`src/sv/pte_div_cell.sv`:
```
// One restoring-division step: one quotient bit per cell.
// Depends on nothing; chained in the top level.
module pte_div_cell #(
  parameter int W  = 15,
  parameter int QW = 30
) (
  input  logic          clk,
  input  logic          en,
  input  logic [W-1:0]  rem_i,
  input  logic [W-1:0]  den_i,
  input  logic [QW-1:0] q_i,
  output logic [W-1:0]  rem_o,
  output logic [W-1:0]  den_o,
  output logic [QW-1:0] q_o
);

  logic [W:0]    rem2;
  logic [W:0]    diff;
  logic          ge;
  logic [W-1:0]  rem_nxt;
  logic [QW-1:0] q_nxt;
  logic [W-1:0]  rem_r, den_r;
  logic [QW-1:0] q_r;

  always_comb begin
    rem2    = {rem_i, 1'b0};
    diff    = rem2 - {1'b0, den_i};
    ge      = rem2 >= {1'b0, den_i};
    rem_nxt = ge ? diff[W-1:0] : rem2[W-1:0];
    q_nxt   = {q_i[QW-2:0], ge};
  end

  always_ff @(posedge clk) begin
    if (en) begin
      rem_r <= rem_nxt;
      den_r <= den_i;
      q_r   <= q_nxt;
    end
  end

  assign rem_o = rem_r;
  assign den_o = den_r;
  assign q_o   = q_r;

endmodule

```
`config.mk`:
```
export PLATFORM = sky130hd
export DESIGN_NAME = pte_div_cell
export DESIGN_NICKNAME = d
export VERILOG_FILES = /design/src/sv/pte_div_cell.sv
export SDC_FILE = /design/constraint.sdc
export NUM_CORES = 1
export LEC_CHECK = 0
export ABC_AREA = 1
export BUFFER_PORTS_ARGS = -buffer_cell sky130_fd_sc_hd__buf_2
export CAP_MARGIN = 20
export CORE_ASPECT_RATIO = 1.25
export CORE_MARGIN = 2
export CORE_UTILIZATION = 37
export CTS_CLUSTER_DIAMETER = 150
export DETAILED_ROUTE_END_ITERATION = 8
export GPL_ROUTABILITY_DRIVEN = 0
export PLACE_DENSITY = 0.75
export REMOVE_ABC_BUFFERS = 1
export SLEW_MARGIN = 25
export SYNTH_ARGS = -nofsm -noshare
export SYNTH_HDL_FRONTEND = slang
export SYNTH_SLANG_ARGS = --single-unit
```
`constraint.sdc`:
```
create_clock -name clk -period 2.3 [get_ports clk]
set_input_delay 0.575 -clock clk [delete_from_list [all_inputs] [get_ports clk]]
set_output_delay 0.575 -clock clk [all_outputs]
set_load 0.03 [all_outputs]
```
After elaboration in Yosys (flattened, before gate mapping)
Cells that the tools add are included.

storage, ports and cells
  bits in registers = 60
  word-level logic and storage cells = 7
  output and inout bits = 60

cells by class
  add/subtract/negate cells = 1
  $lt $le $gt $ge = 1
  mux-type cells = 1

operator list
  kind            count
  $ge 16x15->1    1
  $mux 15         1
  $sub 15x15->15  1

Longest topological paths before layout
  depth in word-level cells = 2
  gate-level depth with buffers = 12
  depth with buffers taken out = 11

Least setup slack after synthesis
OpenSTA, ideal clock, no wires.

  path kind = input to register
  from = input port den_i[0]
  to = register rem_r[11], in the netlist rem_o[11] (data pin)
  slack = 265 ps
  required time = 2047 ps
  arrival time = 1782 ps
  stages = 11
  path buffers = 1
  cells stage by stage = inv_1 fa_1 nand2_1 nand2_1 nand3_2 nand3_1 nand2_2 nand2_4 buf_6 nand3_1 nand2_1

between the ends
  word-level cells in the longest chain between the ends = 2
  elaborated cells on any way between the ends = 3

ends and longest elaborated chain
  item                    RTL line  RTL
  start: declaration      10        input logic [W-1:0] den_i,
  $ge 16x15->1            28        ge = rem2 >= {1'b0, den_i};
  named net ge            19        logic ge;
  $mux 15                 29        rem_nxt = ge ? diff[W-1:0] : rem2[W-1:0];
  named net rem_nxt[11]   20        logic [W-1:0] rem_nxt;
  end signal: assignment  35        rem_r <= rem_nxt;
  end: declaration        22        logic [W-1:0] rem_r, den_r;

The timed path passes the listed nets, and every way through them passes these cells.
A chain may end at the register's enable or synchronous reset.

Worst setup path after layout
  from = input port den_i[7]
  to = register rem_r[11], in the netlist rem_o[11] (data pin)

between the ends
  word-level cells in the longest chain between the ends = 2
  elaborated cells on any way between the ends = 3

ends and longest elaborated chain
  item                                                   RTL line
  $sub 15x15->15 / $ge 16x15->1 (equally long branches)  27, 28
  $mux 15 (*)                                            29
  named net rem_nxt[11]                                  20

Mark *: on every way through the listed nets, which the timed path passes. The rest lies on a longest branch.

==> summary.txt <==
Timing
  – Number of failing setup endpoints in the final timing report: 0
  – Ratio of final minimum period to clock period: 83.3%
  – Final min period: 1.92 ns
  – Slew of the pin with the lowest slew margin: 0.465 ns
  – Worst slack on hold paths: 0.410 ns
  – Endpoints failing hold: 0
  – Maximum clock frequency: 0.522 GHz
  – Worst relative slew slack: 69.0%
  – Slew Viols, Final: 0
  – Unrepaired setup endpoints after global routing: no
  – Total Neg Setup Slack: 0 ns

Floorplanning
  – Starting density of the core: 38.2%
  – Die Ht: 105 um
  – Site Rows: 36
  – Die outline area: 0.00883 mm2
  – Die extent in x: 84.4 um
  – Area inside the core boundary: 0.00784 mm2
  – Count of pins on the block boundary: 122

Final layout
  – Area growth syn-to-layout: 31.9%
  – Cell Count, Final, Fillers Out: 535
  – Area used by sequential logic in the layout: 0.00180 mm2
  – Final antenna diode count: 0
  – Final-layout fill cell count: 755
  – Fraction of layout instances using a drive strength above 1: 35.9%
  – Post-layout net count: 513
  – Area of all placed cells without fillers: 0.00395 mm2
  – Area of the multi-input gates: 958 um2

Worst setup path
  – Count of buffering cells on the critical path with inverters included: 3
  – Critical path data arrival time: 2.00 ns
  – Dominant delay contributor by cell family on the critical path: simple AND/OR/NAND/NOR gates
  – Max stage delay on crit path: 0.35 ns
  – Worst path cell trace: buf_2 > inv_1 > ha_1 > nand2_2 > nor2_4 > nand3_1 > nand3_1 > nand2_2 > nand2_4 > inv_4 > nand2_1 > nand2_1
  – Largest driver fanout on the critical path: 16
  – Max stage delay cell, worst path: ha_1
  – Startpoint-to-endpoint class of the critical path: in2reg
  – Critical path startpoint category: input port
  – Required time worst endpoint: 2.38 ns
  – Critical path capture point type: flip-flop

Placement
  – Number of buffer cells added on primary ports: 120
  – Post-detailed-placement cell area: 0.00374 mm2
  – Detailed placement HPWL: 5180 um
  – Total placed cells including tap cells: 519

Route
  – DRC violation count after routing: 0
  – WL final: 6690 um
  – Average wire per standard cell: 12.5 um
  – Via count: 2,433
  – Initial detailed-routing violation count: 102
  – Post-route ant nets: 0
  – Number of iterations in the first detailed-routing pass: 4
  – Per-cell via count in the routed design: 4.55

Power and ir drop
  – Post-layout total power: 3.00 mW
  – Power per standard cell area: 761 mW/mm2
  – Static Leak: 2.01 nW
  – Worst vdd rail ir drop: 0.000319 V

Job
  – Number of maximum-capacitance constraint violations: 0

Global routing
  – Wire length of the first global-routing pass: 11,200 um
  – Gr usage total: 16.0%
  – Initial antenna violation count: 0
  – Pin count of the biggest net entering global routing: 38
  – Total global routing overflow: 0
  – Vias in the first global route: 2,509

Clock network
  – Resized cells post-CTS: 0
  – TritonCTS clock tree: done
  – Clock tree root driver cell: clkbuf_8
  – Number of clock sinks seen by CTS: 60
  – TritonCTS Buffers: 9
  – Post-CTS setup buffer count: 0
  – CTS clk-pin slew, worst paths: 0.07 ns
  – Deepest level of the CTS H-tree: 3
  – Maximum buffer depth of the clock tree: 2
  – CTS Hold Buffers Added: 0

Logic synthesis
  – Part of the Yosys area used for sequential elements: 60.2%
  – Main synth FF type: edfxtp_1
  – Post-synthesis instance total: 298
  – Average instance area after synthesis: 10.0 um2
  – Yosys reg bits: 60
  – Fraction of registers with async set or reset after synthesis: 0%
  – Number of distinct library cells after synthesis: 25
  – Number of enable-type register cells in the synthesized netlist: 60
  – Syn Std Cell Area: 0.00299 mm2
  – Yosys synthesis warning count: 0

Status
  – Result of the run: finished clean

Worst hold path
  – Hold path startpoint: q_i[26]
  – Hold path cells: 1
  – Path class of the lowest-slack min-delay path: in2reg
  – Destination of the worst hold path: q_o[27]
==> cells by family after synthesis <==
| group | after synthesis | synth area share [%] |
|---|---|---|
| AOI/OAI and AO/OA | 10 | 1.92 |
| xor gates and xnor gates | 5 | 1.46 |
| adders and majority gates | 16 | 6.94 |
| buffers and inverters | 56 | 7.74 |
| DFF | 60 | 60.2 |
| and+or+nand+nor | 151 | 21.7 |
==> sequential cells by signal (all words and copies together), names as in the netlist <==
register  count
q_o          30
den_o        15
rem_o        15
==> cell usage after synthesis, drive strengths merged (2+ instances only) <==
cell type,count,share of area (%)
edfxtp,60,60
and2,2,0.42
buf,2,0.88
nand4,3,0.63
xor2,5,1.5
inv,54,6.9
nand3,22,3.8
nand2,105,14
a21oi,9,1.8
ha,15,6.3
nor2,16,2.4
==> final cells by class <==
class | instances | share of cell area [%]
Multi-Input combinational cell | 182 | 24.3
Sequential cell | 60 | 45.7
Tap cell | 95 | 3.01
Inverter | 54 | 5.20
Timing Repair Buffer | 128 | 16.7
Clock inverter | 7 | 1.93
Clock buffer | 9 | 3.14
==> placed cells by master (no fill, tap or decap), types with 2 or more instances in the layout <==
| cell | synthesis | final |
|---|---|---|
| nand4_1 | 3 | 3 |
| clkinv_4 | 0 | 2 |
| inv_1 | 52 | 52 |
| edfxtp_1 | 60 | 60 |
| nor2_2 | 2 | 2 |
| a21oi_1 | 7 | 7 |
| buf_2 | 0 | 120 |
| a21oi_2 | 2 | 2 |
| clkbuf_8 | 0 | 9 |
| nand2_2 | 4 | 4 |
| buf_4 | 0 | 8 |
| clkinvlp_4 | 0 | 2 |
| nand3_1 | 21 | 21 |
| xor2_1 | 5 | 5 |
| nand2_1 | 100 | 100 |
| nor2_1 | 13 | 13 |
| and2_1 | 2 | 2 |
| ha_1 | 15 | 15 |
==> how the worst max path moves through the flow <==
| stage | end | start | cells after the start | slack (ns) |
|---|---|---|---|---|
| finish | rem_o[11] | den_i[7] | 12 | 0.38 |
| global route | rem_o[12] | den_i[2] | 11 | 0.23 |
| CTS | rem_o[11] | den_i[7] | 12 | 0.39 |
| detailed placement | rem_o[2] | den_i[7] | 12 | 0.03 |
| global placement | rem_o[2] | den_i[7] | 12 | 0.05 |
| floorplan | rem_o[0] | den_i[0] | 10 | 0.30 |
==> power breakdown <==
| group | leakage (nW) | internal (mW) | total (mW) | switching (mW) |
|---|---|---|---|---|
| clock | 0.0958 | 0.505 | 0.948 | 0.443 |
| combinational | 1.32 | 0.222 | 0.703 | 0.481 |
| sequential | 0.587 | 1.33 | 1.35 | 0.0222 |
==> stage by stage <==
step / util, % / setup slack (ns)
after floorplan: - / 0.299
after global placement: 47.8 / 0.0466
after detailed placement: 47.8 / 0.0303
after CTS: 50.3 / 0.390
after global routing: 50.3 / 0.226
final: 50.3 / 0.384
==> per-layer routing <==
metal  track usage, %  routed length [um]
met5                0                   0
met4             6.12                 117
met3             4.98                 523
met2             28.2                3390
met1             17.9                2650
(Power assumes the default switching activity.)
