--- src/sv/pte_sqrt_cell.sv ---
// One bit of a floor integer square root; the cell for root bit K.
// Depends on nothing; chained in the top level, highest bit first.
module pte_sqrt_cell #(
  parameter int K  = 30,
  parameter int VW = 61,
  parameter int RW = 31
) (
  input  logic          clk,
  input  logic          en,
  input  logic [VW-1:0] rem_i,
  input  logic [RW-1:0] root_i,
  output logic [VW-1:0] rem_o,
  output logic [RW-1:0] root_o
);

  localparam int TW = 2 * RW + 1;

  logic [TW-1:0] trial;
  logic [TW-1:0] rem_w;
  logic          ge;
  logic [VW-1:0] rem_nxt;
  logic [RW-1:0] root_nxt;
  logic [VW-1:0] rem_r;
  logic [RW-1:0] root_r;

  // (root + 2^K)^2 - root^2
  always_comb begin
    trial    = ({{(TW-RW){1'b0}}, root_i} << (K + 1)) + (TW'(1) << (2 * K));
    rem_w    = {{(TW-VW){1'b0}}, rem_i};
    ge       = rem_w >= trial;
    rem_nxt  = ge ? VW'(rem_w - trial) : rem_i;
    root_nxt = ge ? (root_i | (RW'(1) << K)) : root_i;
  end

  always_ff @(posedge clk) begin
    if (en) begin
      rem_r  <= rem_nxt;
      root_r <= root_nxt;
    end
  end

  assign rem_o  = rem_r;
  assign root_o = root_r;

endmodule

--- config.mk ---
export PLATFORM = sky130hd
export DESIGN_NAME = pte_sqrt_cell
export DESIGN_NICKNAME = d
export VERILOG_FILES = /design/src/sv/pte_sqrt_cell.sv
export SDC_FILE = /design/constraint.sdc
export NUM_CORES = 1
export LEC_CHECK = 0
export ABC_AREA = 1
export BUFFER_PORTS_ARGS = -buffer_cell sky130_fd_sc_hd__buf_2
export CORE_ASPECT_RATIO = 0.75
export CORE_UTILIZATION = 33
export DETAILED_ROUTE_END_ITERATION = 8
export GPL_ROUTABILITY_DRIVEN = 0
export PLACE_DENSITY = 0.61
export SYNTH_ARGS = -nofsm -noshare
export SYNTH_HDL_FRONTEND = slang
export SYNTH_SLANG_ARGS = --single-unit
export TNS_END_PERCENT = 100
--- constraint.sdc ---
create_clock -name clk -period 3.2 [get_ports clk]
set_input_delay 0.32 -clock clk [delete_from_list [all_inputs] [get_ports clk]]
set_output_delay 0.32 -clock clk [all_outputs]
set_load 0.01 [all_outputs]
# After elaboration in Yosys (flattened, before gate mapping)
# Index checks and enable logic that the tools add are counted.
dict set report totals {
  word_cells 7
  regBits 92
}
dict set report classes {
  n_lt_le_gt_ge 1
  n_mux 1
  add_sub_neg 2
}
# operator count
set ops {}
lappend ops {{62-bit by 61-bit adder with 63-bit output, second input constant} 1}
lappend ops {{61-bit by 63-bit >= comparator with 1-bit output} 1}
lappend ops {{61-bit 2-to-1 mux} 1}
lappend ops {{61-bit subtractor} 1}

# Longest topological paths before layout
dict set report logic_depth {
  ltp_word 3
  mapped_depth 15
  ltp_nobuf 15
}

# Worst setup path before layout
# No wires, ideal clock.
dict set report synth_timing {
  path_type {in2reg}
  startpoint {in rem_i[31]}
  endpoint {reg rem_r[58], in the netlist rem_o[58] (data pin)}
  cell_stages 15
  setup_ns 0.253
  required_time_ns 2.947
  slack_ns 1.030
  arrival_ns 1.917
  cell_sequence {inv_1 -> ha_1 -> inv_1 -> fa_1 -> nand3_1 -> nand3_2 -> nand2_1 -> nand2_1 -> nand2_1 -> nand2_1 -> nand2_2 -> nand3_2 -> buf_6 -> nand3_1 -> nand2_1}
}
dict set report synth_via {
  elab_chain_len 2
}
# element line
set synth_rtl {}
lappend synth_rtl {{from (decl)} 10} ;# input logic [VW-1:0] rem_i,
lappend synth_rtl {{61-bit subtractor / 61-bit by 63-bit >= comparator with 1-bit output (equally long branches)} {31, 30}}
lappend synth_rtl {{61-bit 2-to-1 mux *} 31} ;# rem_nxt = ge ? VW'(rem_w - trial) : rem_i;
lappend synth_rtl {{net rem_nxt[58]} 21} ;# logic [VW-1:0] rem_nxt;
lappend synth_rtl {{to (signal assigned)} 37} ;# rem_r <= rem_nxt;
lappend synth_rtl {{to (decl)} 23} ;# logic [VW-1:0] rem_r;
# Mark *: on every way through the listed nets, which the timed path passes. The rest lies on a longest branch.
# A chain may end at the register's enable or synchronous reset.

# Worst setup path after layout
dict set report layout_timing {
  startpoint {in rem_i[31]}
  endpoint {reg rem_r[48], in the netlist rem_o[48] (data pin)}
}
# The elaborated chain is that of the path after synthesis.

==> impl_summary.txt <==
----------------------------------------------------
[Detailed routing]
  Vias after detailed routing ... 5247
  Vias per cell ... about 4.5
  DRC violation count after routing ... 0
  Antenna Nets Post-Route ... 0
  Average wire per standard cell ... approximately 14 um
  Total routed wirelength ... 15.9 mm
  First-pass iteration count of the detailed router ... 5
  Starting DRC count in detailed routing ... between 200 and 300

[Global route]
  Pin count of the biggest net entering global routing ... just over 80
  Via count of the first global-routing pass ... 4717
  Remaining global-route overflow ... 0
  Wire length of the first global-routing pass ... 24.3 mm
  Global router's overall resource usage ... between 10% and 20%
  Antenna violations before repair ... 2

[Clock tree]
  Clock sinks ... 92
  CTS hold repair buffers ... 0
  CTS root buf ... sky130_fd_sc_hd__clkbuf_16
  Clock edge transition at the registers on the reported setup and hold paths ... 70 ps
  Number of resized instances in the post-cts repair step ... 0
  Maximum root-to-sink buffer count ... 2
  Cts bufs inserted ... 9
  Clock tree from TritonCTS ... built
  Number of buffers added for setup after CTS ... 0
  CTS H-tree lvls ... 3

[Hold path]
  Hold Path Sink ... root_o[4]
  Hold Path Class ... in2reg
  Source of the worst hold timing path ... root_i[4]
  Cell count of the worst hold path ... 1

[Logic synthesis]
  Synthesized netlist cell count ... around 740
  Number of flip-flops and latches in the synthesized netlist ... 92
  Top FF cell, synth ... sky130_fd_sc_hd__edfxtp_1
  Yosys synthesis warning count ... 0
  Unique cell type count in the Yosys netlist ... 27
  Summed instance area of the synthesized netlist ... between 5000 and 6000 sq um
  Part of the Yosys area used for sequential elements ... between 40% and 50%
  Total nets after synthesis ... ~870
  Area share of the largest cell type after synthesis ... approximately 47%
  Cell types with the largest area share after synthesis ... sky130_fd_sc_hd__edfxtp_1, sky130_fd_sc_hd__nand2_1, sky130_fd_sc_hd__inv_1, sky130_fd_sc_hd__ha_1, sky130_fd_sc_hd__nor2_1
  Count of flip-flops with a built-in enable after synthesis ... between 90 and 100
  Biggest area consumer among synthesized cells ... sky130_fd_sc_hd__edfxtp_1
  Avg Inst Size Synth ... about 8 sq um
  Async set-or-reset flop fraction in the synthesized netlist ... 0%
  Leading cell types by count after synthesis ... sky130_fd_sc_hd__nand2_1, sky130_fd_sc_hd__inv_1, sky130_fd_sc_hd__edfxtp_1
  Most frequent cell after synthesis ... sky130_fd_sc_hd__nand2_1

[Place]
  Area post-placement ... approximately 7000 sq um
  IO buf count ... between 150 and 200
  Detailed placer's ending HPWL ... between 10 and 15 mm

[Cells and area]
  Final-stage net count ... between 1000 and 1500
  Layout Utilization ... 43.0%
  Area grow syn2layout ... 25.8%
  Number of inserted diodes ... 0
  Design Area, Final ... 7320 sq um
  Fraction of final layout cells sized beyond drive strength 1 ... around 23%

[STA]
  Final hold viol count ... 0
  Worst-margin pin slew ... approximately 510 ps
  Number of slew-limit violations in the final report ... 0
  Final critical delay including setup and external delays ... roughly 2400 ps
  Final setup violation count ... 0
  Setup TNS ... 0 ps
  Unrepaired setup endpoints after global routing ... no
  Achievable Freq ... about 0.42 GHz
  Worst hold slack across all endpoints ... 148 ps
  Crit share post-route ... between 70 and 80%
  Relative max-transition margin ... about two thirds

[Worst setup path]
  Arrival time at the worst endpoint ... ~2500 ps
  CP required ... about 3300 ps
  Endpoint kind of the worst setup timing path ... register
  CP startpoint kind ... input port
  Critical path class ... in2reg
  Maximum net fanout on the critical path ... 25

[Floorplan]
  Vert. Die Dim ... approximately 120 um
  Total die area ... approximately 18000 sq um
  IO Count ... around 190
  Starting density of the core ... 34.2%
  Width of the die ... 155 um
  Core Area ... between 15000 and 20000 sq um
  Cell row count ... just over 40

[Run status]
  Outcome ... complete, no violations

[Power and ir drop]
  Leakage power figure ... between 0.003 and 0.004 uW
  Peak supply drop ... 0.227 mV
  Power density of the placed cells ... about 450 nW/um^2

[Flow run]
  MaxCap Viol Count ... 0

----------------------------------------------------
-- metal layers --
layer,share of wire (%),track usage [%],routed length [um]
met1,50,24.8,7880
met2,41,26.8,6470
met3,8.4,5.41,1340
met4,1.1,5.03,175
met5,0.082,0,13
-- final cells by class --
type,count,area [sq um]
clock buffers,9,225
clock inverters,6,72.6
fillers,1808,9710
inverters,167,627
multi-input cells,477,2360
flip-flops and latches,92,2760
well taps,236,295
repair buffers,189,971
-- worst max-delay path: stages --
cell and delay (ps):
sky130_fd_sc_hd__buf_2 100, sky130_fd_sc_hd__inv_1 60, sky130_fd_sc_hd__ha_1 150, sky130_fd_sc_hd__inv_1 80, sky130_fd_sc_hd__fa_1 440, sky130_fd_sc_hd__nand3_1 120, sky130_fd_sc_hd__nand3_2 110, sky130_fd_sc_hd__nand2_1 80
sky130_fd_sc_hd__nand2_1 80, sky130_fd_sc_hd__nand2_1 70, sky130_fd_sc_hd__nand2_1 90, sky130_fd_sc_hd__nand2_2 250, sky130_fd_sc_hd__nand3_2 110, sky130_fd_sc_hd__buf_4 230, sky130_fd_sc_hd__nand2_1 110, sky130_fd_sc_hd__o21ai_1 70
-- report_power, final --
group	switching, uW	total [uW]	internal [uW]
registers	23.6	1470	1450
logic	475	753	278
clock network	489	1100	610
total	988	3320	2330
-- worst max path at each step --
stage	startpoint	endpoint	slack, ps
after floorplan	rem_i[31]	rem_o[58]	1030
after global placement	rem_i[31]	rem_o[44]	520
after detailed placement	rem_i[31]	rem_o[48]	460
after CTS	rem_i[31]	rem_o[48]	830
after global routing	rem_i[31]	rem_o[53]	580
final	rem_i[31]	rem_o[48]	800
-- registers in the layout, indices dropped and copies added, names as in the netlist --
register,flops
rem_o,61
root_o,31
-- per-stage QoR --
step / total power [uW] / cells / setup slack [ps]
finish: 3320 / 1176 / 804
global route: 3510 / 1176 / 577
CTS: 3370 / 1176 / 834
detailed placement: 2250 / 1161 / 463
global placement: 2250 / 1161 / 519
floorplan: 1950 / 744 / 1030
-- logic make-up (layout without fill, tap and decap cells) --
kind of cell	count (synthesis)	after routing	share of synthesized area, %
xor gates and xnor gates	14	14	2.11
DFF	92	92	47.5
and+or+nand+nor	392	392	27.9
AOI/OAI and AO/OA	38	38	3.38
buffers and inverters	175	371	11.9
adders and majority gates	33	33	7.23
-- cell usage in the layout (no fill, tap or decap), types with 2 or more instances in the layout --
cell type	count
sky130_fd_sc_hd__a21oi_1	15
sky130_fd_sc_hd__buf_2	184
sky130_fd_sc_hd__buf_4	4
sky130_fd_sc_hd__clkbuf_16	9
sky130_fd_sc_hd__clkinv_4	2
sky130_fd_sc_hd__edfxtp_1	92
sky130_fd_sc_hd__ha_1	32
sky130_fd_sc_hd__inv_1	164
sky130_fd_sc_hd__inv_2	3
sky130_fd_sc_hd__inv_6	2
sky130_fd_sc_hd__nand2_1	260
sky130_fd_sc_hd__nand2_2	3
sky130_fd_sc_hd__nand3_1	38
sky130_fd_sc_hd__nand3_2	2
sky130_fd_sc_hd__nand3b_1	3
sky130_fd_sc_hd__nand4_1	18
sky130_fd_sc_hd__nor2_1	56
sky130_fd_sc_hd__nor2_2	4
sky130_fd_sc_hd__nor3_1	4
sky130_fd_sc_hd__o21ai_1	20
sky130_fd_sc_hd__xor2_1	14
Power figures use the tool's default switching activity.
