## src/sv/pte_pkg.sv

```systemverilog
// Shared types, constants and helper functions for the stylus tilt block.
// Used by the top level and the CORDIC cell; depends on nothing.
package pte_pkg;

  typedef struct packed {
    logic signed [15:0] x_tilt;
    logic signed [15:0] y_tilt;
  } pte_in_t;

  typedef struct packed {
    logic signed [15:0] direction;
    logic [13:0]        elevation;
  } pte_out_t;

  typedef enum logic [1:0] {
    CFG_MAX_TILT_X = 2'd0,
    CFG_MAX_TILT_Y = 2'd1,
    CFG_NORMALIZE  = 2'd2
  } pte_cfg_t;

  // Q30 angles and vectors inside the CORDIC
  localparam int ANG_W = 34;

  typedef struct packed {
    logic signed [ANG_W-1:0] xv;
    logic signed [ANG_W-1:0] yv;
    logic signed [ANG_W-1:0] z;
  } pte_vec_t;

  localparam logic signed [ANG_W-1:0] ONE_Q30     = 34'sd1073741824;
  localparam logic signed [ANG_W-1:0] PI_Q30      = 34'sd3373259426;
  localparam logic signed [ANG_W-1:0] HALF_PI_Q30 = 34'sd1686629713;
  localparam logic [31:0] INV_TWO_PI_Q32  = 32'd683565276;
  localparam logic [31:0] TWO_OVER_PI_Q32 = 32'd2734261102;

  localparam logic [14:0] MAX_TILT_RST = 15'd15360;

  function automatic logic signed [ANG_W-1:0] atan_q30(input logic [4:0] idx);
    logic signed [ANG_W-1:0] a;
    case (idx)
      5'd0:  a = 34'sd843314856;
      5'd1:  a = 34'sd497837829;
      5'd2:  a = 34'sd263043836;
      5'd3:  a = 34'sd133525158;
      5'd4:  a = 34'sd67021686;
      5'd5:  a = 34'sd33543515;
      5'd6:  a = 34'sd16775850;
      5'd7:  a = 34'sd8388437;
      5'd8:  a = 34'sd4194282;
      5'd9:  a = 34'sd2097149;
      5'd10: a = 34'sd1048575;
      5'd11: a = 34'sd524287;
      5'd12: a = 34'sd262143;
      5'd13: a = 34'sd131071;
      5'd14: a = 34'sd65535;
      5'd15: a = 34'sd32767;
      5'd16: a = 34'sd16383;
      5'd17: a = 34'sd8191;
      5'd18: a = 34'sd4095;
      5'd19: a = 34'sd2047;
      5'd20: a = 34'sd1023;
      5'd21: a = 34'sd511;
      5'd22: a = 34'sd255;
      5'd23: a = 34'sd127;
      default: a = '0;
    endcase
    return a;
  endfunction

  // Quarter turn into the right half plane before the stages
  function automatic pte_vec_t pre_rotate(input pte_vec_t v);
    pte_vec_t r;
    r   = v;
    r.z = '0;
    if (v.xv[ANG_W-1]) begin
      if (!v.yv[ANG_W-1] && (v.yv != '0)) begin
        r.xv = v.yv;
        r.yv = -v.xv;
        r.z  = HALF_PI_Q30;
      end else begin
        r.xv = -v.yv;
        r.yv = v.xv;
        r.z  = -HALF_PI_Q30;
      end
    end
    return r;
  endfunction

endpackage

```

## src/sv/pte_cordic_cell.sv

```systemverilog
// One CORDIC vectoring micro-rotation, stage I.
// Depends on pte_pkg for the vector type and the arctangent constants.
module pte_cordic_cell #(
  parameter int I = 0
) (
  input  logic             clk,
  input  logic             en,
  input  pte_pkg::pte_vec_t vec_i,
  output pte_pkg::pte_vec_t vec_o
);

  localparam logic signed [pte_pkg::ANG_W-1:0] ATAN = pte_pkg::atan_q30(5'(I));

  logic signed [pte_pkg::ANG_W-1:0] dx, dy;
  logic              pos;
  pte_pkg::pte_vec_t vec_nxt;
  pte_pkg::pte_vec_t vec_r;

  always_comb begin
    dx  = vec_i.yv >>> I;
    dy  = vec_i.xv >>> I;
    pos = !vec_i.yv[pte_pkg::ANG_W-1] && (vec_i.yv != '0);
    if (pos) begin
      vec_nxt.xv = vec_i.xv + dx;
      vec_nxt.yv = vec_i.yv - dy;
      vec_nxt.z  = vec_i.z + ATAN;
    end else begin
      vec_nxt.xv = vec_i.xv - dx;
      vec_nxt.yv = vec_i.yv + dy;
      vec_nxt.z  = vec_i.z - ATAN;
    end
  end

  always_ff @(posedge clk) begin
    if (en) vec_r <= vec_nxt;
  end

  assign vec_o = vec_r;

endmodule
```

## config.mk

```make
export PLATFORM = sky130hd
export DESIGN_NAME = pte_cordic_cell
export DESIGN_NICKNAME = d
export VERILOG_FILES = /design/src/sv/pte_pkg.sv /design/src/sv/pte_cordic_cell.sv
export SDC_FILE = /design/constraint.sdc
export NUM_CORES = 1
export LEC_CHECK = 0
export BUFFER_PORTS_ARGS = -buffer_cell sky130_fd_sc_hd__buf_2
export CAP_MARGIN = 20
export CORE_AREA = 2 2 113 170
export DETAILED_ROUTE_END_ITERATION = 8
export DIE_AREA = 0 0 115 172
export PLACE_DENSITY = 0.81
export SYNTH_ARGS = -nofsm -noshare
export SYNTH_HDL_FRONTEND = slang
export SYNTH_SLANG_ARGS = --single-unit
```

## constraint.sdc

```tcl
create_clock -name clk -period 8.1 [get_ports clk]
set_input_delay 2.025 -clock clk [delete_from_list [all_inputs] [get_ports clk]]
set_output_delay 2.025 -clock clk [all_outputs]
set_load 0.05 [all_outputs]
```

**After elaboration in Yosys (flattened, before gate mapping)**

Cells that the tools add are included.

- Add/subtract/negate cells: 5
- $mul: 0
- Divide/modulo/power cells: 0
- Order comparisons: 0
- Equal/unequal tests: 0
- Shift operators: 0
- Muxes and demuxes: 1
- Bitwise operators: 0
- Reduce and logical (&&, ||, !) cells: 3

Operator list:

| cell | count |
|---|---|
| 2-to-1 mux 102 bit | 1 |
| subtractor 34 bit | 2 |
| adder 34 x 31 -> 34 bit (second input constant) | 1 |
| adder 34 bit | 1 |
| nonzero test 34 bit | 1 |
| subtractor 34 x 31 -> 34 bit (second input constant) | 1 |
| logical AND 1 bit | 1 |
| zero test 1 bit | 1 |

- Bits in registers: 102
- Latch bits: 0
- Memory bits (writable): 0
- Bits in read-only memories: 0
- Input bits: 104
- Output and inout port bits: 102
- Word-level logic and storage cells: 12
- Memories kept: 0

**Logic depth before layout (Yosys ltp)**

Gate-level depths: netlist of run 1.

- Word-level depth: 3
- Gate-level depth with buffers: 17
- Depth with buffers taken out: 15

**Worst setup path before layout of run 1**

No wires, ideal clock.

- Path type: in2reg
- Start: input vec_i[37] (netlist name)
- End: register vec_r (netlist bit vec_o[33]) (data pin)
- Setup time: 0.260 ns
- Data arrival time: 5.977 ns
- Data required time: 7.840 ns
- Slack: 1.863 ns
- Stages: 17
- Buffers on the path: 2
- Path through: nor4_1 > nand4_1 > nor3_1 > nor2_1 > clkinv_1 > clkbuf_1 > buf_1 > ha_1 > inv_1 > o22ai_1 > o31a_1 > a221o_1 > a221oi_4 > o21ai_1 > a221o_1 > a21oi_2 > xnor2_1

RTL lines:

| item | RTL line | text |
|---|---|---|
| start: declaration | pte_cordic_cell.sv:8 | `input pte_pkg::pte_vec_t vec_i,` |
| end signal: assignment | pte_cordic_cell.sv:35 | `if (en) vec_r <= vec_nxt;` |
| end: declaration | pte_cordic_cell.sv:17 | `pte_pkg::pte_vec_t vec_r;` |

==> out/qor.yml, run 1 <==
sta:
  finalHoldViolations: 0
  period_share: 0.791
  holdWs_ns: 1.83
  finalMaxSlewViolations: 0
  setup_tns_ns: 0
  fin_crit_ns: 6.41
  fmax_mhz: 156
  setup_viol: 0
  maxSlewHeadroom: 0.344
  fin_ws_ns: 1.69
  tightest_slew_ns: 0.975
  rsz0062_at_grt: "false"
floorplan:
  initial_core_util: 0.563
  chipWidth_um: 115
  ioPinCount: 206
  fp-row-count: 61
  die_h_um: 172
  coreArea_mm2: 0.0183
  die_area_mm2: 0.0198
drt:
  final_antenna_net_count: 0
  detail_route.first_pass.iterations: 8
  wirelength_um: 32200
  drc: 0
  vias_per_cell: 6.18
  drt-initial-drc-count: 879
  wl_per_cell_um: 19.9
  vias: 9964
logic_synthesis:
  ys.warnings.count: 0
  synthArstFlopShare: 0
  syn_inst: 1208
  synthFlopType: "edfxtp_1"
  yosysSeqAreaShare: 0.294
  ys_ff_latch: 101
  synth_nets: 1444
  ys_types: 63
  avgSynthCellArea_um2: 8.54
  synth_edf_count: 101
  netlist_area_mm2: 0.0103
min_path:
  worstHoldPathType: "in2reg"
  min_to: "vec_o[0]$_DFFE_PP_"
  min_path_cells: 1
  hp-start: "vec_i[0]"
final_layout:
  multi_input_area_mm2: 0.00667
  nFillCells: 1624
  final_cell_mix: "buf_2 (204), a21oi_1 (146), ha_1 (128)"
  drive_above_1_share: 0.175
  seqCellArea_mm2: 0.00303
  area_growth_pct: 15.0
  final_core_util: 0.647
  largest_reg_flops: 101
  final_common_cell: "buf_2"
  finalNetCount: 1623
placement:
  numPortBuffers: 205
  hpwlAfterDp_um: 25400
  gp_congestion: 1.02
  pre_cts_slack_ns: 1.27
clocking:
  cts.sink_count: 101
  clockBufferDepth: 2
  cts_resized: 0
  cts_tree: "built"
  numCtsBuffers: 9
  htree_levels: 3
  clk_pin_slew_ns: 0.07
  postCtsSetupRepairBufs: 0
  ctsHoldBuffers: 0
  cts-root-buf: "clkbuf_16"
setup_path:
  critPathMaxFanout: 22
  arrival_ns: 6.53
  crit_type: "in2reg"
  critPathCaptureType: "flip-flop"
  cp-start-kind: "primary input"
  crit_required_ns: 8.22
job:
  maxCapViolCount: 0
global_routing:
  grt_pass1_wl_um: 49300
  grt_pass1_vias: 9761
  grt_usage: 0.321
  gr-total-overflow: 0
  grt_max_degree: 71
  antenna_found_initial: 2
power_and_ir_drop:
  powerDensity_mw_per_mm2: 193
  leakage_nw: 5.41
  report.power.total_mw: 2.29
  peakVddDrop_v: 0.000113
run_status:
  status: "finished, final reports clean"
## worst max path at each step
stage	cells after the start	end	slack, ns	startpoint
6_report	16	vec_o[28]$_DFFE_PP_	1.69	vec_i[40]
5_1_grt	16	vec_o[28]$_DFFE_PP_	1.35	vec_i[40]
4_1_cts	16	vec_o[28]$_DFFE_PP_	1.62	vec_i[62]
3_5_place_dp	16	vec_o[28]$_DFFE_PP_	1.27	vec_i[62]
3_3_place_gp	16	vec_o[28]$_DFFE_PP_	1.27	vec_i[62]
2_1_floorplan	17	vec_o[33]$_DFFE_PP_	1.86	vec_i[37]
## routing by layer
metal	GRT usage	share of wire	up-vias	wire [µm]
met4	0.215	0.069	0	2220
met1	0.337	0.36	4655	11500
li1	-	-	4753	-
met3	0.0382	0.056	134	1790
met2	0.591	0.52	422	16700
met5	0	0	-	0
## metrics by stage
stage | area, µm² | std cells
global placement | 11500 | 1595
floorplan | 10300 | 1208
global route | 11900 | 1612
detailed placement | 11500 | 1595
CTS | 11800 | 1611
finish | 11900 | 1613
## cells in the mapped netlist, types with 4 or more instances
| library cell | n | share of area |
|---|---|---|
| mux2i_1 | 16 | 0.016 |
| and3_1 | 12 | 0.0073 |
| a31oi_1 | 10 | 0.0061 |
| a21oi_1 | 146 | 0.071 |
| o21a_1 | 10 | 0.0073 |
| inv_1 | 113 | 0.041 |
| a2111oi_0 | 9 | 0.0076 |
| or2_2 | 7 | 0.0042 |
| clkinv_1 | 5 | 0.0018 |
| nor4_1 | 15 | 0.0091 |
| ha_1 | 128 | 0.16 |
| nand2_1 | 75 | 0.027 |
| a21o_1 | 35 | 0.025 |
| o22ai_1 | 6 | 0.0036 |
| nor2_1 | 84 | 0.031 |
| o211ai_1 | 12 | 0.0087 |
| nand3b_1 | 5 | 0.0036 |
| a211o_1 | 4 | 0.0034 |
| nor3_1 | 14 | 0.0068 |
| xnor2_1 | 77 | 0.065 |
| clkbuf_1 | 31 | 0.011 |
| buf_2 | 7 | 0.0034 |
| nor2b_1 | 15 | 0.0091 |
| o21ai_1 | 6 | 0.0029 |
| fa_1 | 4 | 0.0078 |
| o21ai_0 | 82 | 0.040 |
| a211oi_1 | 10 | 0.0073 |
| buf_1 | 5 | 0.0018 |
| nand4_1 | 15 | 0.0091 |
| o21bai_1 | 22 | 0.016 |
| o31a_1 | 9 | 0.0076 |
| nand3_1 | 24 | 0.012 |
| o31ai_1 | 8 | 0.0058 |
| nand2b_1 | 12 | 0.0073 |
| edfxtp_1 | 101 | 0.29 |
| a221o_1 | 7 | 0.0068 |
| xor2_1 | 16 | 0.014 |
| or3_1 | 4 | 0.0024 |
## worst max-delay path, stage by stage
cell and delay [ns]:
buf_2 0.13, nor4_1 0.65, nand4_1 0.16, nor3_1 0.37
nor2_4 0.22, inv_2 0.37, ha_1 0.32, a211oi_1 0.21
nor2_1 0.12, a2111oi_0 0.83, o31a_1 0.29, o21ai_0 0.15
a21oi_1 0.24, or2_2 0.17, o21ai_0 0.10, xor2_1 0.15
## power by group
| part | switching [mW] | internal (mW) |
|---|---|---|
| logic | 0.745 | 0.308 |
| registers | 0.0214 | 0.693 |
| clock network | 0.213 | 0.307 |
## kinds of logic (layout without fill, tap and decap cells)
logic type / Yosys count / after routing / synth area share
DFF: 101 / 101 / 0.294
muxes: 16 / 16 / 0.0155
adders and majority gates: 132 / 132 / 0.163
AOI/OAI and AO/OA: 410 / 410 / 0.251
buffers and inverters: 162 / 346 / 0.0602
other: 0 / 1 / 0
xor gates and xnor gates: 93 / 93 / 0.0790
and+or+nand+nor: 294 / 294 / 0.138
## final cells by class
class                           count  share of cell area
Clock inverter                      7              0.0108
Clock buffer                        9              0.0190
Sequential cell                   101               0.256
Inverter                          118              0.0373
Multi-Input combinational cell    945               0.562
Tap cell                          220              0.0232
Timing Repair Buffer              212              0.0916
Antenna cell                        1            0.000211
Power figures use the tool's default switching activity.
==> run 2: changes to the inputs <==
--- a/config.mk
+++ b/config.mk
@@ -7,10 +7,10 @@
 export LEC_CHECK = 0
 export BUFFER_PORTS_ARGS = -buffer_cell sky130_fd_sc_hd__buf_2
 export CAP_MARGIN = 20
-export CORE_AREA = 2 2 113 170
+export CORE_AREA = 2 2 118 178
 export DETAILED_ROUTE_END_ITERATION = 8
-export DIE_AREA = 0 0 115 172
-export PLACE_DENSITY = 0.81
+export DIE_AREA = 0 0 120 180
+export PLACE_DENSITY = 0.78
 export SYNTH_ARGS = -nofsm -noshare
 export SYNTH_HDL_FRONTEND = slang
 export SYNTH_SLANG_ARGS = --single-unit
==> constraint.sdc (replaced) <==
create_clock -name clk -period 5.5 [get_ports clk]
set_input_delay 1.375 -clock clk [delete_from_list [all_inputs] [get_ports clk]]
set_output_delay 1.375 -clock clk [all_outputs]
set_load 0.05 [all_outputs]
==> run 2 against run 1 <==
Compared with the run above:
- routed wire length up 4.1%
- clock-buffer cell count unchanged
- first-iteration DRC count down 9.3%
- via count up 2.1%
- clock power up 30%
- critical endpoint is now vec_o[30]$_DFFE_PP_
- largest cell class unchanged
==> out/qor.yml, run 2 (synthesis results as in run 1) <==
drt:
  final_antenna_net_count: 0  # unchanged
  vias_per_cell: 6.01  # -2.7%
  vias: 10200  # +2.1%
  drt-initial-drc-count: 797  # -9.3%
  wl_per_cell_um: 19.8  # -0.80%
  detail_route.first_pass.iterations: 6  # -2
  drc: 0  # unchanged
  wirelength_um: 33500  # +4.1%
final_layout:
  seqCellArea_mm2: 0.00303  # unchanged
  drive_above_1_share: 0.194  # +0.0191
  final_cell_mix: "buf_2 (204), a21oi_1 (146), ha_1 (128)"
  nFillCells: 1856  # +14%
  area_growth_pct: 17.5
  finalInstanceArea_mm2: 0.0121  # +2.2%
  final_common_cell: "buf_2"
  largest_reg_flops: 101  # unchanged
  finalNetCount: 1656  # +2.0%
  final_cells: 1693  # +5.0%
  multi_input_area_mm2: 0.00667  # unchanged
global_routing:
  grt_usage: 0.305  # -0.0156
  grt_pass1_wl_um: 51500  # +4.5%
  antenna_found_initial: 3  # +1
  gr-total-overflow: 0  # unchanged
  grt_use_met2: 0.567  # -0.0240
  grt_busiest_layer: "met2"
  grt_pass1_vias: 9969  # +2.1%
  grt_max_degree: 76  # +7.0%
  use_met1: 0.314  # -0.0224
  use_met3: 0.0425  # +0.00431
floorplan:
  initial_core_util: 0.513  # -0.0499
  die_h_um: 180  # +4.7%
  die_area_mm2: 0.0216  # +9.2%
  coreArea_mm2: 0.0201  # +9.7%
  ioPinCount: 206  # unchanged
  fp-row-count: 64  # +4.9%
  chipWidth_um: 120  # +4.3%
placement:
  hpwlAfterDp_um: 26700  # +5.0%
  post_dp_cell_area_mm2: 0.0118  # +2.7%
  dp_cells: 1673  # +4.9%
  numPortBuffers: 205  # unchanged
  gp_congestion: 0.966  # -5.6%
clocking:
  cts_tree: "built"
  postCtsSetupRepairBufs: 0  # unchanged
  cts-root-buf: "clkbuf_16"
  ctsHoldBuffers: 0  # unchanged
  cts_resized: 0  # unchanged
  htree_levels: 3  # unchanged
  numCtsBuffers: 9  # unchanged
  cts.sink_count: 101  # unchanged
  clk_pin_slew_ns: 0.07  # about the same
  clockBufferDepth: 2  # unchanged
sta:
  maxSlewHeadroom: 0.331  # -0.0131
  holdWs_ns: 1.18  # -0.652 ns
  period_share: 0.916
  fmax_mhz: 199
  finalHoldViolations: 0  # unchanged
  setup_tns_ns: 0  # unchanged
  tightest_slew_ns: 1.00  # +0.0286 ns
  setup_viol: 0  # unchanged
  fin_crit_ns: 5.04
  rsz0062_at_grt: "false"
  finalMaxSlewViolations: 0  # unchanged
run_status:
  status: "finished, final reports clean"
setup_path:
  crit_slowest_cell: "nor4_1"
  critPathBufInv: 4  # +2
  crit_type: "in2reg"
  critPathMaxFanout: 12  # -45%
  critPathCaptureType: "flip-flop"
  critPathTopFamily: "compound AO/OA/AOI/OAI gates"
  critPathMaxStageDelay_ns: 0.58  # -0.25 ns
  crit_cells: 17  # +1
  worstPathCellList: "buf_2 -> nor4_1 -> nand4_1 -> nor3_1 -> buf_4 -> nor2_4 -> inv_2 -> ha_1 -> a211oi_1 -> nor2_1 -> a2111oi_0 -> buf_4 -> o31a_1 -> o21ai_0 -> a41oi_1 -> a31oi_1 -> xnor2_1"
  cp-start-kind: "primary input"
  crit_required_ns: 5.62  # -2.60 ns
  critical_path.most_common_cell: "buf_4"
  arrival_ns: 5.16  # -1.37 ns
power_and_ir_drop:
  leakage_nw: 5.54  # +2.4%
  peakVddDrop_v: 0.000152  # +35%
  powerDensity_mw_per_mm2: 274  # +42%
  report.power.total_mw: 3.32  # +45%
min_path:
  hp-start: "vec_i[0]"
  min_path_cells: 1  # unchanged
  min_to: "vec_o[0]$_DFFE_PP_"
  worstHoldPathType: "in2reg"
job:
  maxCapViolCount: 0  # unchanged
run 2: area by class of cell:
type | instances | area share
multi-input cells | 945 | 0.550
inverters | 118 | 0.0366
flip-flops and latches | 101 | 0.250
well taps | 264 | 0.0273
clock buffers | 9 | 0.0186
diodes | 4 | 0.000826
clock inverters | 7 | 0.00661
repair buffers | 245 | 0.110
run 2: worst max path at each step:
stage	endpoint	from	slack [ns]
3_5_place_dp	vec_o[33]$_DFFE_PP_	vec_i[37]	0.07
3_3_place_gp	vec_o[30]$_DFFE_PP_	vec_i[37]	0.10
5_1_grt	vec_o[30]$_DFFE_PP_	vec_i[37]	0.24
2_1_floorplan	vec_o[33]$_DFFE_PP_	vec_i[37]	0.27
4_1_cts	vec_o[33]$_DFFE_PP_	vec_i[37]	0.44
6_report	vec_o[30]$_DFFE_PP_	vec_i[37]	0.46
run 2: routing by layer:
layer  wire [µm]  vias up  share of wire
met2       17700      486           0.53
met5           0        -              0
met4        2100        0          0.063
met3        1980      128          0.059
li1            -     4813              -
met1       11700     4746           0.35
run 2: stage by stage:
step,util,setup WS (ns)
global placement,0.587,0.104
global route,0.603,0.244
CTS,0.602,0.442
detailed placement,0.587,0.0725
floorplan,-,0.267
finish,0.603,0.463
run 2: power by group:
| group | internal (mW) | total [mW] | switching (mW) |
|---|---|---|---|
| clock network | 0.361 | 0.678 | 0.317 |
| logic | 0.476 | 1.59 | 1.11 |
| registers | 1.02 | 1.05 | 0.0322 |
==> run 3: changes to the inputs <==
--- a/config.mk
+++ b/config.mk
@@ -7,9 +7,9 @@
 export LEC_CHECK = 0
 export BUFFER_PORTS_ARGS = -buffer_cell sky130_fd_sc_hd__buf_2
 export CAP_MARGIN = 20
-export CORE_AREA = 2 2 118 178
+export CORE_AREA = 4 4 120 180
 export DETAILED_ROUTE_END_ITERATION = 8
-export DIE_AREA = 0 0 120 180
+export DIE_AREA = 0 0 124 184
 export PLACE_DENSITY = 0.78
 export SYNTH_ARGS = -nofsm -noshare
 export SYNTH_HDL_FRONTEND = slang
==> run 3 against run 2 <==
Compared with the run above:
- cell count rose by 0.41%
- final area increased by 0.70%
- first-iteration DRC count down 13%
- utilization up 0.42 points
- clock-buffer cell count did not move
- non-clock buffer count rose by 10
- critical path depth unchanged
- global-route usage fell by 1.5 points
- total power increased by 1.1%
- maximum frequency decreased by 1.3%
- sequential share of layout area decreased by 0.17 points
- combinational power about the same
- largest power group unchanged
==> out/qor.yml, run 3 (synthesis results as in run 1) <==
clocking:
  postCtsSetupRepairBufs: 0  # unchanged
  cts_resized: 0  # unchanged
  cts.sink_count: 101  # unchanged
  clockBufferDepth: 2  # unchanged
  htree_levels: 3  # unchanged
  clk_pin_slew_ns: 0.08  # about the same
  cts-root-buf: "clkbuf_16"
  ctsHoldBuffers: 0  # unchanged
  cts_tree: "built"
  numCtsBuffers: 9  # unchanged
drt:
  drt-initial-drc-count: 691  # -13%
  drc: 0  # unchanged
  wl_per_cell_um: 19.8  # +0.27%
  vias_per_cell: 5.90  # -1.9%
  detail_route.first_pass.iterations: 6  # unchanged
  final_antenna_net_count: 0  # unchanged
  vias: 10000  # -1.5%
  wirelength_um: 33700  # +0.68%
setup_path:
  crit_type: "in2reg"
  crit_required_ns: 5.62  # about the same
  critPathBufInv: 3  # -1
  worstPathCellList: "buf_2 -> nor4_1 -> nand4_1 -> buf_4 -> nor3_1 -> buf_4 -> nor2_4 -> ha_1 -> a21oi_1 -> o22ai_1 -> o31a_1 -> a221o_1 -> a221oi_4 -> o21ai_1 -> a221o_1 -> a21oi_2 -> xnor2_1"
  crit_cells: 17  # unchanged
  critPathCapture: "vec_o[33]$_DFFE_PP_"
  crit_slowest_cell: "nor4_1"
  cp-start-kind: "primary input"
  arrival_ns: 5.22  # +0.06 ns
  critPathTopFamily: "compound AO/OA/AOI/OAI gates"
  critPathMaxFanout: 11  # -1
  critPathCaptureType: "flip-flop"
  critPathLaunch: "vec_i[37]"
  critPathMaxStageDelay_ns: 0.56  # -0.02 ns
sta:
  fin_crit_ns: 5.10  # +0.0663 ns
  fmax_mhz: 196  # -1.3%
  maxSlewHeadroom: 0.376  # +0.0445
  finalMaxSlewViolations: 0  # unchanged
  period_share: 0.928  # +0.0121
  fin_ws_ns: 0.396  # -0.0663 ns
  setup_tns_ns: 0  # unchanged
  setup_viol: 0  # unchanged
  rsz0062_at_grt: "false"
  tightest_slew_ns: 0.925  # -0.0788 ns
  finalHoldViolations: 0  # unchanged
power_and_ir_drop:
  leakage_nw: 5.60  # +1.0%
  peakVddDrop_v: 0.000139  # -9.0%
  powerDensity_mw_per_mm2: 275  # +0.38%
  report.power.total_mw: 3.35  # +1.1%
placement:
  hpwlAfterDp_um: 27100  # +1.7%
  numPortBuffers: 205  # unchanged
  pre_cts_slack_ns: 0.00117  # -0.0714 ns
  gp_congestion: 0.988  # +2.4%
final_layout:
  drive_above_1_share: 0.200  # +0.00632
  finalNetCount: 1666  # +0.60%
  area_growth_pct: 18.3
  final_cell_mix: "buf_2 (204), a21oi_1 (146), ha_1 (128)"
  largest_reg_flops: 101  # unchanged
  final_common_cell: "buf_2"
job:
  maxCapViolCount: 0  # unchanged
floorplan:
  die_area_mm2: 0.0228  # +5.6%
  initial_core_util: 0.513  # unchanged
  ioPinCount: 206  # unchanged
  die_h_um: 184  # +2.2%
  coreArea_mm2: 0.0201  # unchanged
  fp-row-count: 64  # unchanged
  chipWidth_um: 124  # +3.3%
global_routing:
  antenna_found_initial: 2  # -1
  grt_max_degree: 73  # -3.9%
  gr-total-overflow: 0  # unchanged
  grt_pass1_wl_um: 51200  # -0.63%
  grt_usage: 0.290  # -0.0149
  grt_pass1_vias: 9913  # -0.56%
min_path:
  min_path_cells: 1  # unchanged
  worstHoldPathType: "in2reg"
run_status:
  status: "finished, final reports clean"
## run 3: changes by cell type in the layout (fill, tap and decap cells not counted)
| cell | delta |
|---|---|
| buf_4 | +10 |
| clkinv_1 | -1 |
| inv_12 | +1 |
| inv_6 | -3 |
| inv_8 | +2 |
| clkinv_4 | +1 |
| diode_2 | -3 |
## run 3: how the worst min path moves through the flow
stage	startpoint	endpoint	slack [ns]
global route	vec_i[2]	vec_o[2]$_DFFE_PP_	1.17
global placement	vec_i[2]	vec_o[2]$_DFFE_PP_	1.55
detailed placement	vec_i[0]	vec_o[0]$_DFFE_PP_	1.55
CTS	vec_i[0]	vec_o[0]$_DFFE_PP_	1.17
floorplan	vec_i[0]	vec_o[0]$_DFFE_PP_	1.47
finish	vec_i[1]	vec_o[1]$_DFFE_PP_	1.18
## run 3: layout make-up
class                      count  area [µm²]
multi-input combinational    945        6670
inverter                     118         443
sequential                   101        3030
timing repair buffer         255        1400
clock inverter                 7        97.6
tap                          264         330
fill                        1816        7900
clock buffer                   9         225
antenna                        1        2.50
## run 3: through the flow
stage | instance area (µm²) | util | instances | hold WS, ns
finish | 12200 | 0.607 | 1700 | 1.18
global placement | 11900 | 0.591 | 1683 | 1.55
CTS | 12200 | 0.607 | 1699 | 1.17
global route | 12200 | 0.607 | 1699 | 1.17
floorplan | 10300 | - | 1208 | 1.47
detailed placement | 11900 | 0.591 | 1683 | 1.55
## run 3: routing by layer
metal	wire (µm)	part of all wire	GRT usage	vias to the layer above
li1	-	-	-	4823
met1	12000	0.35	0.305	4698
met2	18200	0.54	0.549	391
met3	1750	0.052	0.0302	108
met4	1860	0.055	0.160	2
met5	11	0.00033	0	-
## run 3: power breakdown
group	internal, mW	total (mW)	switching [mW]
logic	0.484	1.59	1.11
clock network	0.372	0.707	0.335
registers	1.02	1.05	0.0324
total	1.88	3.35	1.48
